==> src/bgsub_pkg.sv <==
// Shared types and constants for the running-average background subtraction block.
// No dependencies; imported by bgsub_pe and background_subtraction_pixel.
`timescale 1ns / 1ps
`default_nettype none

package bgsub_pkg;

  localparam int IDX_W   = 19;
  localparam int CH_W    = 8;
  localparam int PIX_W   = 3 * CH_W;
  localparam int DIFF_W  = 17;
  localparam int WGT_W   = 9;
  localparam int ACT_W   = 2;
  localparam int CFG_IDX_W = 2;
  localparam int CFG_DATA_W = 17;

  localparam int MAX_PIXELS_DEF = 524288;

  // action codes
  localparam logic [ACT_W-1:0] ACT_LOAD    = 2'd0;
  localparam logic [ACT_W-1:0] ACT_LEARN   = 2'd1;
  localparam logic [ACT_W-1:0] ACT_SEGMENT = 2'd2;

  // register indexes
  localparam logic [CFG_IDX_W-1:0] CFG_THRESHOLD = 2'd0;
  localparam logic [CFG_IDX_W-1:0] CFG_BLEND     = 2'd1;
  localparam logic [CFG_IDX_W-1:0] CFG_COLOR     = 2'd2;

  // luma weights over 256
  localparam logic signed [DIFF_W-1:0] W_RED   = 17'sd77;
  localparam logic signed [DIFF_W-1:0] W_GREEN = 17'sd150;
  localparam logic signed [DIFF_W-1:0] W_BLUE  = 17'sd29;

  localparam logic signed [DIFF_W-1:0] THRESHOLD_RST = 17'sd2560;
  localparam logic [WGT_W-1:0]         WEIGHT_MAX    = 9'd256;

  typedef struct packed {
    logic signed [DIFF_W-1:0] threshold;
    logic [WGT_W-1:0]         blend_weight;
    logic                     color_mode;
  } cfg_t;

endpackage

`default_nettype wire

==> src/bgsub_pe.sv <==
// Per-pixel arithmetic: weighted difference, foreground decision and store update value.
// Depends on bgsub_pkg.
`timescale 1ns / 1ps
`default_nettype none

module bgsub_pe (
  input  wire bgsub_pkg::cfg_t                          cfg,
  input  wire logic [bgsub_pkg::ACT_W-1:0]              action,
  input  wire logic                                     in_range,
  input  wire logic [bgsub_pkg::PIX_W-1:0]              pix,
  input  wire logic [bgsub_pkg::PIX_W-1:0]              old,
  output logic                                          wr_en,
  output logic [bgsub_pkg::PIX_W-1:0]                   wr_data,
  output logic                                          is_fg,
  output logic signed [bgsub_pkg::DIFF_W-1:0]           diff
);
  import bgsub_pkg::*;

  logic signed [CH_W:0]     d_ch [3];
  logic [CH_W-1:0]          half_ch [3];
  logic [CH_W-1:0]          blend_ch [3];
  logic [WGT_W-1:0]         w_sat;
  logic [WGT_W-1:0]         w_inv;
  logic [16:0]              mix [3];
  logic signed [DIFF_W-1:0] diff_color;
  logic [PIX_W-1:0]         blended;

  assign w_sat = (cfg.blend_weight > WEIGHT_MAX) ? WEIGHT_MAX : cfg.blend_weight;
  assign w_inv = WEIGHT_MAX - w_sat;

  always_comb begin
    for (int k = 0; k < 3; k++) begin
      d_ch[k] = $signed({1'b0, pix[k*CH_W +: CH_W]}) - $signed({1'b0, old[k*CH_W +: CH_W]});
      half_ch[k] = {1'b0, pix[k*CH_W+1 +: CH_W-1]} + {1'b0, old[k*CH_W+1 +: CH_W-1]};
      mix[k] = 17'(w_sat * pix[k*CH_W +: CH_W]) + 17'(w_inv * old[k*CH_W +: CH_W]);
      blend_ch[k] = mix[k][15:8];
    end
  end

  assign diff_color = W_RED * DIFF_W'(d_ch[2]) + W_GREEN * DIFF_W'(d_ch[1])
                    + W_BLUE * DIFF_W'(d_ch[0]);
  assign diff  = cfg.color_mode ? diff_color : $signed({d_ch[0], 8'b0});
  assign is_fg = !(diff < cfg.threshold);

  // gray mode keeps the upper two bytes
  assign blended = cfg.color_mode ? {blend_ch[2], blend_ch[1], blend_ch[0]}
                                  : {old[PIX_W-1:CH_W], blend_ch[0]};

  always_comb begin
    wr_en   = 1'b0;
    wr_data = old;
    case (action)
      ACT_LOAD: begin
        wr_en   = in_range;
        wr_data = pix;
      end
      ACT_LEARN: begin
        wr_en   = in_range;
        wr_data = {half_ch[2], half_ch[1], half_ch[0]};
      end
      ACT_SEGMENT: begin
        wr_en   = in_range && !is_fg;
        wr_data = blended;
      end
      default: begin
        wr_en   = 1'b0;
        wr_data = old;
      end
    endcase
  end

endmodule

`default_nettype wire

==> config.mk <==
export PLATFORM = sky130hd
export DESIGN_NAME = bgsub_pe
export DESIGN_NICKNAME = d
export VERILOG_FILES = /design/src/bgsub_pkg.sv /design/src/bgsub_pe.sv
export SDC_FILE = /design/constraint.sdc
export NUM_CORES = 1
export LEC_CHECK = 0
export BUFFER_PORTS_ARGS = -buffer_cell sky130_fd_sc_hd__buf_2
export CORE_MARGIN = 8
export CORE_UTILIZATION = 55
export DETAILED_ROUTE_END_ITERATION = 16
export PLACE_DENSITY = 0.73
export SYNTH_ARGS = -nofsm -noshare
export SYNTH_HDL_FRONTEND = slang
export SYNTH_SLANG_ARGS = --single-unit
==> constraint.sdc <==
create_clock -name vclk -period 17.97
set_input_delay 0.8985 -clock vclk [all_inputs]
set_output_delay 0.8985 -clock vclk [all_outputs]
set_load 0.02 [all_outputs]
== Word-level counts from Yosys, hierarchy flattened ==
Index checks and enable logic that the tools add are counted.

* Bitwise operators: 0
* Shifts and indexed selects: 0
* Mux-type cells: 5
* Reductions and logical operators: 4
* Equality and inequality tests: 2
* Divide/modulo/power cells: 0
* Add/sub/neg operators: 12
* Multiply operators: 9
* $lt $le $gt $ge: 2

{| class="wikitable"
|+ Operators with widths
! kind !! number
|-
| 9-bit by 8-bit multiplier with 16-bit output || 6
|-
| 24-bit case mux with 3 select lines || 1
|-
| 16-bit adder || 3
|-
| 8-bit by 8-bit subtractor with 9-bit output || 3
|-
| 7-bit by 7-bit adder with 8-bit output || 3
|-
| 24-bit 2-to-1 mux || 1
|-
| 17-bit by 15-bit adder with 17-bit output || 1
|-
| 17-bit adder || 1
|-
| 17-bit < comparator || 1
|-
| 8-bit by 9-bit multiplier with 17-bit output, first input constant || 1
|-
| 17-bit 2-to-1 mux || 1
|-
| 8-bit by 9-bit multiplier with 16-bit output, first input constant || 1
|-
| 6-bit by 9-bit multiplier with 15-bit output, first input constant || 1
|-
| 9-bit > comparator, second input constant || 1
|-
| 9-bit 2-to-1 mux || 1
|-
| 9-bit subtractor, first input constant || 1
|-
| 2-bit by 1-bit == test with 1-bit output, second input constant || 1
|-
| 2-bit == test, second input constant || 1
|-
| 2-bit zero test || 1
|-
| 1-bit case mux with 2 select lines || 1
|-
| 2-bit OR reduction || 1
|-
| 1-bit logical AND || 1
|-
| 1-bit zero test || 1
|}

* ROM bits: 0
* Memories: 0
* Bits in writable memories: 0
* Input port bits: 78
* Output and inout port bits: 43
* Logic and storage cells: 34
* Bits in latches: 0
* Register bits: 0

== Logic depth before layout (Yosys ltp) ==
* Depth after elaboration: 8
* Mapped depth: 46
* Depth with buffers taken out: 45

== Worst setup path after synthesis ==
OpenSTA, ideal clock, no wires.

* Kind: input -> output
* Start: input port pix[8] in the netlist's numbering
* End: output port wr_en
* Stages: 43
* Path buffers: 1
* Setup slack: 6,540 ps
* Required time: 17,071 ps
* Arrival: 10,531 ps
* Cell sequence: clkbuf_1 inv_1 ha_1 inv_1 fa_1 nand2_1 nand2_1 a21oi_1 o21bai_1 a21oi_1 o21bai_1 a21o_1 inv_1 ha_1 inv_1 fa_1 fa_1 inv_1 [... 7 more ...] inv_1 fa_1 inv_1 fa_1 inv_1 ha_1 o21a_1 o41a_1 nor4_1 o41a_1 o21ai_0 xnor2_1 o21ai_0 ha_1 nand2_1 a211oi_1 o211ai_1 a21boi_0

* Word-level cells in the longest chain between the ends: 8

{| class="wikitable"
|+ Ends and longest elaborated chain
! element !! line !! RTL
|-
| from (decl) || bgsub_pe.sv:10 || <nowiki>input wire logic [bgsub_pkg::PIX_W-1:0] pix,</nowiki>
|-
| 8-bit by 8-bit subtractor with 9-bit output || bgsub_pe.sv:33 || <nowiki>d_ch[k] = $signed({1'b0, pix[k*CH_W +: CH_W]}) - $signed({1'b0, old[k*CH_W +: CH_W]});</nowiki>
|-
| 8-bit by 9-bit multiplier with 16-bit output || bgsub_pe.sv:40 || <nowiki>assign diff_color = W_RED * DIFF_W'(d_ch[2]) + W_GREEN * DIFF_W'(d_ch[1])</nowiki>
|-
| 17-bit adder || bgsub_pe.sv:40 ||
|-
| 17-bit by 15-bit adder with 17-bit output || bgsub_pe.sv:41 || <nowiki>+ W_BLUE * DIFF_W'(d_ch[0]);</nowiki>
|-
| 17-bit 2-to-1 mux || bgsub_pe.sv:42 || <nowiki>assign diff = cfg.color_mode ? diff_color : $signed({d_ch[0], 8'b0});</nowiki>
|-
| net diff (one bit) || bgsub_pe.sv:15 || <nowiki>output logic signed [bgsub_pkg::DIFF_W-1:0] diff</nowiki>
|-
| 17-bit < comparator || bgsub_pe.sv:43 || <nowiki>assign is_fg = !(diff < cfg.threshold);</nowiki>
|-
| 1-bit logical AND || bgsub_pe.sv:62 || <nowiki>wr_en = in_range && !is_fg;</nowiki>
|-
| 1-bit case mux with 2 select lines || bgsub_pe.sv:52 || <nowiki>case (action)</nowiki>
|-
| to (decl) || bgsub_pe.sv:12 || <nowiki>output logic wr_en,</nowiki>
|}

The timed path passes the listed nets, and every way through them passes these cells.

== Worst setup path in the final report ==
* Start: input port old[10] in the netlist's numbering
* End: output port wr_en

* Word-level cells in the longest chain between the ends: 8

{| class="wikitable"
|+ Ends and longest elaborated chain
! element !! line !! RTL
|-
| from (decl) || bgsub_pe.sv:11 || <nowiki>input wire logic [bgsub_pkg::PIX_W-1:0] old,</nowiki>
|-
| 8-bit by 8-bit subtractor with 9-bit output || bgsub_pe.sv:33 ||
|-
| 8-bit by 9-bit multiplier with 16-bit output || bgsub_pe.sv:40 ||
|-
| 17-bit adder || bgsub_pe.sv:40 ||
|-
| 17-bit by 15-bit adder with 17-bit output || bgsub_pe.sv:41 ||
|-
| 17-bit 2-to-1 mux || bgsub_pe.sv:42 ||
|-
| 17-bit < comparator || bgsub_pe.sv:43 ||
|-
| 1-bit logical AND || bgsub_pe.sv:62 ||
|-
| 1-bit case mux with 2 select lines || bgsub_pe.sv:52 ||
|}

No other way between the ends.

==> key figures <==
Outcome
  – Outcome: complete, no violations

Flow run
  – Max-cap viol count: 0

Global routing
  – Vias in the first global route: 17.8k
  – M3 GR Usage: 0.0213
  – Antenna violations before repair: 6
  – GRT overflow: 0
  – Met1 GRT Util: 0.347
  – Met2 Track Usage GR: 0.431
  – GRT Overall Usage: 0.253
  – First-pass GRT wire length: 91,600 um
  – Gr busiest metal: met2
  – Largest net degree at the start of global routing: 41

Worst setup path
  – Most used cell, CP: inv_1
  – Critical Path Start Type: primary input
  – Critical path capture point type: primary output
  – Crit-path slowest cell: fa_1
  – Crit path kind: in -> out
  – Required time of the worst setup path: 17,070 ps
  – Crit path max-delay family: adder cells
  – Crit-path max FO: 11
  – Buf/Inv on CP: 12
  – Max stage delay on crit path: 530 ps
  – Worst path arrival time: 10,890 ps

Yosys
  – Seq/Total Area, Yosys: 0
  – Synth warnings: 0
  – Cells after Synth: 2,474
  – Unique masters post-synth: 64
  – Avg Cell Area, Syn: 8.63 sq um
  – Mapped Area: 0.0214 sq mm
  – Syn Nets: 3,321

Placement
  – DPL Wire Length: 46,100 um
  – IO buf count: 121
  – Placer congestion estimate: 0.913
  – DP Area: 0.0225 sq mm

Layout
  – Final Instance Area: 0.0225 sq mm
  – Nets: 3,369
  – Fillers: 3,430
  – Seq Cell Count: 0
  – Area growth from synthesis to final layout: 5.22%
  – Clock buffers: 0
  – Share of cells above drive strength 1: 0.0730
  – Area occupied by multi-input gates: 0.0187 sq mm
  – Register area: 0 sq um

Clock network
  – Post-CTS sizing: 0
  – Post-CTS setup buffer count: 0
  – Hold buffers post-CTS: 0

Die
  – Die Ht: 213 um
  – I/O pin total: 121
  – Die area: 0.0454 sq mm
  – DIE WIDTH: 213 um
  – Placement Rows: 72
  – Initial Utilization: 0.555
  – Core ar.: 0.0385 sq mm

Timing
  – Worst Tran Pin Value: 1050 ps
  – Final hold vios: 0
  – Slew HR: 0.294
  – Slew Viols, Final: 0
  – Period Utilization, post-route: 0.656
  – Setup Viol. Count Final: 0
  – Post-route minimum period: 11,790 ps
  – Fmax: 84.8 MHz
  – Fin Setup TNS: 0 ps
  – RSZ-0062 raised after global routing: no

Drt
  – Post-DR wirelength/cell: 18.2 um
  – WL final: 55,500 um
  – Antenna Violating Nets Remaining: 0
  – DR vias: 16.5k
  – Initial DRC Count: 1,113
  – DRT Pass-1 Iters: 6
  – Vias/cell: 5.44
  – DRC: 0

Worst hold path
  – Worst min path class: in -> out
-- tightest hold or removal path, delay by kind of cell --
family	cells	cell delay (ps)
buffers and inverters	2	240
AO/OA/AOI/OAI	1	100
-- cells in the mapped netlist, drive strengths merged, types with 21 or more instances --
cell	instances	area, sq um
a21oi	66	342
and2	202	1260
buf	21	81.3
clkbuf	75	282
fa	408	8170
ha	361	4520
inv	634	2380
nand2	246	923
nor2	83	312
nor3	21	105
o21ai	44	224
xnor2	70	613
xor2	33	289
-- layout by cell type, fill, tap and decap left out, types with 7 or more instances in the layout --
cell      netlist  final
inv_1         633    633
fa_1          408    408
ha_1          361    361
nand2_1       246    246
and2_1        202    202
buf_2           2    121
nor2_1         83     83
xnor2_1        70     68
a21oi_1        65     64
o21ai_0        42     42
xor2_1         33     30
nor3_1         21     21
buf_4           0     21
a21o_1         20     20
o21bai_1       18     18
o21a_1         13     13
a211oi_1       12     12
mux4_2         12     12
nand3_1        11     11
a31oi_1         9      9
nand2b_1        9      9
or3_1           8      8
nor2b_1        14      8
and3_1          8      8
mux2i_1         7      7
-- cell families (layout without fill, tap and decap cells) --
logic type	count (synthesis)	count (layout)	synth area share
adders and majority gates	769	769	0.594
buffers and inverters	730	776	0.128
and+or+nand+nor	619	619	0.142
AOI/OAI and AO/OA	225	225	0.0704
xor gates and xnor gates	107	107	0.0465
muxes	24	24	0.0186
other	0	4	0
-- worst paths after layout --
| kind | start | end | slack (ps) | cells after the start |
|---|---|---|---|---|
| setup / recovery | old[10] | wr_en | 6180 | 45 |
| hold / removal | in_range | wr_en | 2150 | 3 |
-- per-layer routing --
layer,routed length (um),share of wire
met1,24000,0.43
met2,26700,0.48
met3,3400,0.061
met4,1350,0.024
met5,10,0.00018
-- final cells by class --
class | count | area share
Inverter | 634 | 0.106
Tap cell | 518 | 0.0288
Timing Repair Buffer | 142 | 0.0340
Multi-Input combinational cell | 1744 | 0.831
Antenna cell | 4 | 0.000446
-- per-stage QoR --
step	setup slack [ps]	std cells	hold slack, ps	util
6_report	6180	3042	2150	0.584
5_1_grt	5410	3041	2170	0.584
4_1_cts	6260	3038	2150	0.584
3_5_place_dp	6290	3038	2150	0.584
3_3_place_gp	6620	3038	2150	0.584
2_1_floorplan	6540	2474	1990	-
Power is left out: the tool's default activity adds up to more than one toggle a clock period on the data nets, which glitch-free logic cannot reach.
